===== src/hw/rtl/tee_ram.sv =====
// Generic simple dual-port RAM with one write port and a registered read port.
`timescale 1ns / 1ps

module tee_ram #(
    parameter int WIDTH = 32,
    parameter int DEPTH = 16
) (
    input  logic                                        aclk,
    input  logic                                        we,
    input  logic [(DEPTH > 1 ? $clog2(DEPTH) : 1)-1:0]  waddr,
    input  logic [WIDTH-1:0]                            wdata,
    input  logic                                        re,
    input  logic [(DEPTH > 1 ? $clog2(DEPTH) : 1)-1:0]  raddr,
    output logic [WIDTH-1:0]                            rdata
);

    logic [WIDTH-1:0] mem [DEPTH];
    logic [WIDTH-1:0] rdata_reg;

    // Write, and read-before-write on the registered output
    always_ff @(posedge aclk) begin
        if (we) begin
            mem[waddr] <= wdata;
        end
        if (re) begin
            rdata_reg <= mem[raddr];
        end
    end

    assign rdata = rdata_reg;

endmodule


===== config.mk =====
export PLATFORM = sky130hd
export DESIGN_NAME = tee_ram
export DESIGN_NICKNAME = d
export VERILOG_FILES = /design/src/hw/rtl/tee_ram.sv
export SDC_FILE = /design/constraint.sdc
export NUM_CORES = 1
export LEC_CHECK = 0
export BUFFER_PORTS_ARGS = -buffer_cell sky130_fd_sc_hd__buf_2
export CORE_MARGIN = 2
export CORE_UTILIZATION = 63
export CTS_BUF_LIST = sky130_fd_sc_hd__clkbuf_16
export DETAILED_ROUTE_END_ITERATION = 6
export PLACE_DENSITY = 0.84
export SKIP_CTS_REPAIR_TIMING = 1
export SYNTH_ARGS = -nofsm -noshare
export SYNTH_HDL_FRONTEND = slang
export SYNTH_SLANG_ARGS = --single-unit

===== constraint.sdc =====
create_clock -name aclk -period 10.5 [get_ports aclk]
set_input_delay 2.625 -clock aclk [delete_from_list [all_inputs] [get_ports aclk]]
set_output_delay 2.625 -clock aclk [all_outputs]
set_load 0.03 [all_outputs]

==> flow_metrics.tcl, run 1 <==
set metrics [dict create \
    status "complete, no violations" \
    cpMaxStageDelayCell "buf_4" \
    cp_top_family "buffers and inverters" \
    yosys.area.top_type "edfxtp_1" \
    die_y_um 183 \
    grt_pass1_vias 10014 \
    yosys-mux-area-fraction_pct 14.3 \
    synthFlopType "edfxtp_1" \
    numCtsBuffers 50 \
    async_reset_ff_share_pct 0 \
    die_w_um 183 \
    routedWlPerCell_um 33.5 \
    syn_nets 881 \
    grt-ovfl-total 0 \
    p_sw_mw 0.937 \
    pre_cts_ws_ns 4.84 \
    cp_slowest_stage_delay_ns 0.94 \
    num_vias 9681 \
    post-route-util_pct 72.0 \
    arrival_ns 5.26 \
    firstDrtPassIters 5 \
    ys_types 17 \
    period_needed_ns 4.96 \
    final-instance-count-excl-fill 1388 \
    worstPathMaxFanout 75 \
    port_buffers 74 \
    grt_pass1_wl_um 67600 \
    htreeDepth 2 \
    start_kind "primary input" \
    max_freq_mhz 202 \
    ys_seq_elements 544 \
    crit_start "raddr[0]" \
    cts_buffer_depth 3 \
    area_growth_pct 12.7 \
    clk_pin_slew_worst_paths_ns 0.06 \
    finalWorstSetupSlack_ns 5.54 \
    cap_violations 0 \
    p_seq_share_pct 55.4 \
    syn_area_mm2 0.0202 \
    drt_iter0_markers 1428 \
    syn_inst 838 \
    final_nets 988 \
    synthTopCellsByCount "edfxtp_1 (544), mux4_2 (128), a22oi_1 (64)" \
    grt_max_degree 76 \
    comb_power_share_pct 5.2 \
    routed_wirelength_um 46500 \
    crit_type "primary input to flop" \
    worst_pin_slew_ns 1.27 \
    vias_per_cell 6.97 \
    dpl.cell_count 1295 \
    skew_ns 0.0185 \
    seq_area_frac_synth_pct 81.0 \
    synthXorXnorAreaFrac_pct 0 \
    grt_usage_pct 28.7 \
    p_clk_share_pct 39.4 \
    rsz0062_at_grt "no" \
    rows 65 \
    fillers 1704 \
    reg2reg_setup_slack_ns 8.98 \
    drive_above_1_share_pct 32.2 \
    clk_latency_ns 0.57 \
    dp_hpwl_um 22100 \
    hold_viol_final 0 \
    timing.critical_path.cells "clkbuf_8 -> buf_4 -> mux4_2 -> a22oi_1 -> nand2_1" \
    leakage_nw 7.28 \
    endpoint "rdata[22]" \
    antenna_found_initial 2 \
    core_area_mm2 0.0316 \
    io_pins 75 \
    p_per_area_mw_per_mm2 196 \
    yosys.area_share.adder_pct 0 \
    cts_sinks 544 \
    crit_cells 5 \
    cp_num_buf_inv 2 \
    reg2reg_to "rdata[5]" \
    finalSetupViolCount 0 \
    drc 0 \
    largest_reg_flops 512 \
    syn-mean-instance-area_um2 24.1 \
    cts_tree "built" \
    yosys-top-cells-area "edfxtp_1 (81%), mux4_2 (14%), a22oi_1 (2.4%)" \
    max-vdd-ir-drop_mv 0.120 \
    end_kind "flop" \
    yosysTopAreaCellShare_pct 81.0 \
    ant_nets 0 \
    die_area_mm2 0.0335 \
    synth_top_family_by_area "multiplexers" \
    synth_compound_gate_area_share_pct 2.38 \
    root_buffer "clkbuf_16" \
    finalWeightedCongestion 0.719 \
    p_int_mw 3.51 \
    crit_required_ns 10.80 \
    fin_crit_sh_pct 47.2 \
    synth_most_common_cell "edfxtp_1" \
    yosys.area_share.simple_pct 1.25 \
    relSlewSlack_pct 15.4 \
    synth-edff-count 544 \
    yosysWarnings 0 \
    hold_class "flop to flop" \
    r2r_start "mem[3][5]" \
    start_util_pct 63.9 \
    p_sw_share_pct 21.1 \
    finalMaxSlewViolations 0 \
    ff2ff_path_depth 3 \
    finalSetupTns_ns 0 \
]
stage by stage:
stage	total power, mW	hold slack (ns)	area [um2]
after global placement	2.72	0.721	21200
after CTS	4.46	0.748	22700
after global routing	4.55	0.770	22700
after detailed placement	2.73	0.728	21200
final	4.45	0.743	22700
after floorplan	2.64	0.710	20200
per-layer routing:
layer | track usage [%] | up-vias | routed length [um]
met2 | 47.5 | 745 | 23700
met1 | 39.3 | 5005 | 16300
met3 | 5.84 | 115 | 5090
met5 | 0 | - | 17
met4 | 9.79 | 2 | 1390
li1 | - | 3814 | -
layout by cell type, fill, tap and decap left out, drive strengths merged, types with 4 or more instances in the layout:
cell / n
nand2: 33
nor2: 13
clkinv: 23
buf: 97
clkinvlp: 6
clkbuf: 52
edfxtp: 544
bufinv: 4
inv: 8
mux4: 128
nor3: 4
a22oi: 64
worst min-delay path, stage by stage, from the launching register on:
cell and delay, ns:
edfxtp_1 0.31, mux4_2 0.22, a22oi_1 0.06, nand2_1 0.05
power groups by stage:
stage / sequential, mW / combinational (mW) / clock [mW]
after global routing: 2.47 / 0.243 / 1.84
after CTS: 2.46 / 0.230 / 1.76
after detailed placement: 2.51 / 0.225 / 0
after floorplan: 2.52 / 0.117 / 0
after global placement: 2.50 / 0.215 / 0
final: 2.46 / 0.230 / 1.75
logic make-up after synthesis:
group / Yosys count
AND/OR/NAND/NOR: 59
buffers and inverters: 43
flip-flops: 544
AO/OA/AOI/OAI: 64
multiplexers: 128
cell type report:
| cell class | instances | area [um2] | share of cell area [%] |
|---|---|---|---|
| antenna | 1 | 2.50 | 0.0110 |
| clock buffer | 51 | 1280 | 5.61 |
| clock inverter | 41 | 300 | 1.32 |
| multi-input combinational | 251 | 3750 | 16.5 |
| sequential | 544 | 16300 | 71.9 |
| tap | 402 | 503 | 2.21 |
| timing repair buffer | 98 | 562 | 2.47 |
how the worst min path moves through the flow:
stage                            from   endpoint  slack [ns]  cells past startpoint
after floorplan            mem[14][0]   rdata[0]        0.71                      3
after global routing      mem[13][31]  rdata[31]        0.77                      3
after global placement     mem[14][9]   rdata[9]        0.72                      3
after CTS                  mem[14][6]   rdata[6]        0.75                      3
after detailed placement  mem[12][13]  rdata[13]        0.73                      3
final                      mem[14][6]   rdata[6]        0.74                      3
Note: power is estimated with default switching activity, not from simulation.
==> run 2: changes to the inputs <==
--- a/config.mk
+++ b/config.mk
@@ -5,12 +5,13 @@
 export SDC_FILE = /design/constraint.sdc
 export NUM_CORES = 1
 export LEC_CHECK = 0
+export ABC_AREA = 1
 export BUFFER_PORTS_ARGS = -buffer_cell sky130_fd_sc_hd__buf_2
 export CORE_MARGIN = 2
-export CORE_UTILIZATION = 63
+export CORE_UTILIZATION = 62
 export CTS_BUF_LIST = sky130_fd_sc_hd__clkbuf_16
 export DETAILED_ROUTE_END_ITERATION = 6
-export PLACE_DENSITY = 0.84
+export PLACE_DENSITY = 0.83
 export SKIP_CTS_REPAIR_TIMING = 1
 export SYNTH_ARGS = -nofsm -noshare
 export SYNTH_HDL_FRONTEND = slang
==> constraint.sdc (replaced) <==
create_clock -name aclk -period 4.7 [get_ports aclk]
set_input_delay 1.175 -clock aclk [delete_from_list [all_inputs] [get_ports aclk]]
set_output_delay 1.175 -clock aclk [all_outputs]
set_load 0.03 [all_outputs]
==> flow_metrics.tcl, run 2 <==
set metrics [dict create \
    status "complete, but fails checks" \
    violations "design-rule violations" \
    synth-edff-count 544 \
    fillers 2387 \
    cts_tree "built" \
    die_w_um 197 \
    skew_ns 0.0100 \
    finalWeightedCongestion 0.810 \
    final_nets 2212 \
    num_vias 15399 \
    cts_sinks 544 \
    arrival_ns 3.20 \
    core_area_mm2 0.0366 \
    end_kind "flop" \
    async_reset_ff_share_pct 0 \
    grt_pass1_wl_um 82800 \
    start_kind "primary input" \
    finalMaxSlewViolations 0 \
    routedWlPerCell_um 20.1 \
    crit_type "primary input to flop" \
    pre_cts_ws_ns 1.28 \
    cap_violations 0 \
    vias_per_cell 5.77 \
    hold_viol_final 0 \
    die_area_mm2 0.0387 \
    max-vdd-ir-drop_mv 0.273 \
    synthTopCellsByCount "nand2_1 (677), edfxtp_1 (544), inv_1 (388)" \
    routed_wirelength_um 53700 \
    largest_reg_flops 512 \
    leakage_nw 10.7 \
    yosysWarnings 0 \
    htreeDepth 2 \
    ys_types 14 \
    dp_hpwl_um 28100 \
    firstDrtPassIters 7 \
    crit_required_ns 5.01 \
    finalSetupTns_ns 0 \
    syn_inst 2120 \
    period_needed_ns 2.89 \
    start_util_pct 63.0 \
    drive_above_1_share_pct 8.40 \
    finalWorstSetupSlack_ns 1.81 \
    fin_crit_sh_pct 61.6 \
    synthFlopType "edfxtp_1" \
    area_growth_pct 9.33 \
    relSlewSlack_pct 7.59 \
    grt_usage_pct 28.1 \
    root_buffer "clkbuf_16" \
    seq_area_frac_synth_pct 70.9 \
    grt_max_degree 170 \
    grt-ovfl-total 0 \
    finalSetupViolCount 0 \
    n_antenna_cell 0 \
    max_freq_mhz 346 \
    fin_total_pwr_mw 9.96 \
    p_per_area_mw_per_mm2 395 \
    port_buffers 74 \
    post-route-util_pct 68.8 \
    die_y_um 197 \
    drt_iter0_markers 1899 \
    numCtsBuffers 52 \
    final_common_cell "nand2_1" \
    rows 70 \
    syn-mean-instance-area_um2 10.9 \
    ant_nets 0 \
    ys_seq_elements 544 \
    syn_nets 2163 \
    drc 1 \
    grt_pass1_vias 15500 \
    yosysTopAreaCellShare_pct 70.9 \
    clk_pin_slew_worst_paths_ns 0.06 \
    io_pins 75 \
    syn_area_mm2 0.0231 \
    worstPathMaxFanout 116 \
    worst_pin_slew_ns 1.38 \
    synth_most_common_cell "nand2_1" \
    clk_latency_ns 0.57 \
    rsz0062_at_grt "no" \
    hold_class "flop to flop" \
    antenna_found_initial 0 \
    final_cell_mix "nand2_1 (677), edfxtp_1 (544), inv_1 (398)" \
    yosys-top-cells-area "edfxtp_1 (71%), nand2_1 (11%), nand3_1 (8.4%)" \
    yosys.area.top_type "edfxtp_1" \
    cts_buffer_depth 3 \
]
run 2: cells by family after synthesis:
| group | Yosys count | share of synthesized area (%) |
|---|---|---|
| buffers and inverters | 495 | 9.41 |
| and+or+nand+nor | 1081 | 19.7 |
| DFF | 544 | 70.9 |
run 2: critical path: stages:
cell and delay, ns:
buf_6 0.28, inv_6 0.72, buf_4 0.45, nand2_1 0.10, nand3_1 0.10, nand3_1 0.11
nand3_1 0.13, nand2_1 0.06
run 2: final timing paths:
| kind | start | end | slack [ns] | cells past startpoint |
|---|---|---|---|---|
| setup / recovery | raddr[0] | rdata[20] | 1.81 | 8 |
| hold / removal | mem[2][21] | rdata[21] | 0.75 | 6 |
| setup reg to reg | mem[0][8] | rdata[8] | 3.38 | 6 |
| hold reg to reg | mem[2][21] | rdata[21] | 0.75 | 6 |
run 2: layer usage:
layer,up-vias,share of wire (%),GRT usage (%)
met5,-,0,0
met4,0,3.6,12.3
met3,156,11,5.41
met2,935,49,46.9
met1,7343,37,36.4
li1,6965,-,-
run 2: where the power goes:
| group | switching [mW] | internal, mW | total [mW] |
|---|---|---|---|
| combinational | 0.492 | 0.162 | 0.654 |
| sequential | 0.0302 | 5.47 | 5.50 |
| clock | 1.68 | 2.13 | 3.81 |
run 2: cell type report:
cell class	instances	area [um2]	area share, %
tap	468	586	2.32
clock inverter	34	201	0.799
inverter	390	1470	5.85
timing repair buffer	100	612	2.43
sequential	544	16300	64.8
clock buffer	53	1330	5.26
multi-input combinational	1081	4670	18.5
run 2: through the flow:
step | instance area [um2] | cells | hold WS (ns)
2_1_floorplan | 23100 | 2120 | 0.683
3_3_place_gp | 23700 | 2582 | 0.703
3_5_place_dp | 23700 | 2582 | 0.727
4_1_cts | 25200 | 2669 | 0.750
5_1_grt | 25200 | 2670 | 0.798
6_report | 25200 | 2670 | 0.748
==> run 3: changes to the inputs <==
==> constraint.sdc (replaced) <==
create_clock -name aclk -period 2.9 [get_ports aclk]
set_input_delay 0.725 -clock aclk [delete_from_list [all_inputs] [get_ports aclk]]
set_output_delay 0.725 -clock aclk [all_outputs]
set_load 0.03 [all_outputs]
==> flow_metrics.tcl, run 3 (synthesis gave the netlist of run 2 again) <==
set metrics [dict create \
    period_needed_ns 1.96 \
    routed_wirelength_um 55700 \
    final_common_cell "nand2_1" \
    finalWeightedCongestion 0.833 \
    drc 0 \
    fin_crit_sh_pct 67.6 \
    io_pins 75 \
    num_vias 15550 \
    cap_violations 0 \
    die_area_mm2 0.0387 \
    met1_usage_pct 37.4 \
    port_buffers 74 \
    rsz0062_at_grt "no" \
    area_growth_pct 10.7 \
    clk_pin_slew_worst_paths_ns 0.06 \
    hold_viol_final 0 \
    crit_required_ns 2.17 \
    crit_type "flop to primary output" \
    grt-ovfl-total 0 \
    p_per_area_mw_per_mm2 636 \
    final_nets 2227 \
    arrival_ns 1.24 \
    use_met2_pct 48.1 \
    core_area_mm2 0.0366 \
    numCtsBuffers 52 \
    cp_slowest_stage_delay_ns 0.45 \
    use_met3_pct 5.58 \
    cts_sinks 544 \
    cts_buffer_depth 3 \
    grt_usage_pct 29.1 \
    grt_pass1_vias 15370 \
    grt_max_degree 129 \
    finalSetupTns_ns 0 \
    cts_tree "built" \
    leakage_nw 10.9 \
    firstDrtPassIters 6 \
    status "complete, no violations" \
    rows 70 \
    pre_cts_ws_ns 0.552 \
    worst_pin_slew_ns 0.677 \
    cpMaxStageDelayCell "edfxtp_1" \
    die_w_um 197 \
    drt_iter0_markers 1860 \
    largest_reg_flops 512 \
    finalMaxSlewViolations 0 \
    start_kind "flop" \
    timing.critical_path.cells "buf_2" \
    worstPathMaxFanout 1 \
    routedWlPerCell_um 20.7 \
    finalWorstSetupSlack_ns 0.940 \
    cp_top_family "flip-flops" \
    fin_total_pwr_mw 16.2 \
    antenna_found_initial 0 \
    top_usage_layer "met2" \
    start_util_pct 63.0 \
    end_kind "primary output" \
    final_cell_mix "nand2_1 (677), edfxtp_1 (544), inv_1 (402)" \
    htreeDepth 2 \
    finalSetupViolCount 0 \
    hold_class "primary input to flop" \
    clk_latency_ns 0.58 \
    max-vdd-ir-drop_mv 0.505 \
    grt_pass1_wl_um 85000 \
    cp_num_buf_inv 1 \
    drive_above_1_share_pct 8.79 \
    vias_per_cell 5.78 \
    ant_nets 0 \
    skew_ns 0.0181 \
    post-route-cell-area_mm2 0.0255 \
    die_y_um 197 \
    dp_hpwl_um 29900 \
    max_freq_mhz 510 \
    dpl-instance-area_mm2 0.0240 \
    root_buffer "clkbuf_16" \
    relSlewSlack_pct 54.9 \
    fillers 2357 \
]
run 3: cell count changes in the layout (fill, tap and decap cells not counted), moves of 2 or more:
cell,delta
inv_1,+4
clkinv_1,+3
buf_12,+16
clkinv_2,-2
clkinvlp_4,-3
run 3: worst paths after layout:
path | from | end | slack [ns] | cells past startpoint
worst max-delay path | rdata[13] | rdata[13] | 0.94 | 1
worst min-delay path | wdata[1] | mem[14][1] | 0.52 | 1
worst max register to register | mem[5][11] | rdata[11] | 1.64 | 6
worst min register to register | mem[10][7] | rdata[7] | 0.74 | 6
run 3: layout make-up:
| type | instances | area [um2] | share of cell area (%) |
|---|---|---|---|
| inverters | 390 | 1470 | 5.77 |
| clock buffers | 53 | 1330 | 5.20 |
| diodes | 1 | 2.50 | 0.00981 |
| multi-input cells | 1081 | 4670 | 18.3 |
| clock inverters | 36 | 195 | 0.765 |
| repair buffers | 115 | 925 | 3.62 |
| flip-flops and latches | 544 | 16300 | 64.0 |
| well taps | 468 | 586 | 2.30 |
run 3: per-layer routing:
layer | up-vias | wire (um) | share of wire [%]
met2 | 1027 | 27100 | 49
met5 | - | 0 | 0
li1 | 6991 | - | -
met1 | 7329 | 20000 | 36
met4 | 0 | 2460 | 4.4
met3 | 203 | 6150 | 11
run 3: power by group:
| part | internal, mW | switching (mW) | total (mW) | leakage [nW] |
|---|---|---|---|---|
| Sequential | 8.86 | 0.0521 | 8.91 | 4.94 |
| Clock | 3.45 | 2.76 | 6.20 | 0.805 |
| Combinational | 0.292 | 0.813 | 1.10 | 5.15 |
run 3: metrics by stage:
step / std cells / util (%) / hold WS (ns)
after floorplan: 2120 / - / 0.683
after global placement: 2598 / 65.5 / 0.708
after detailed placement: 2598 / 65.5 / 0.733
after CTS: 2687 / 69.7 / 0.499
after global routing: 2687 / 69.7 / 0.524
final: 2688 / 69.7 / 0.522
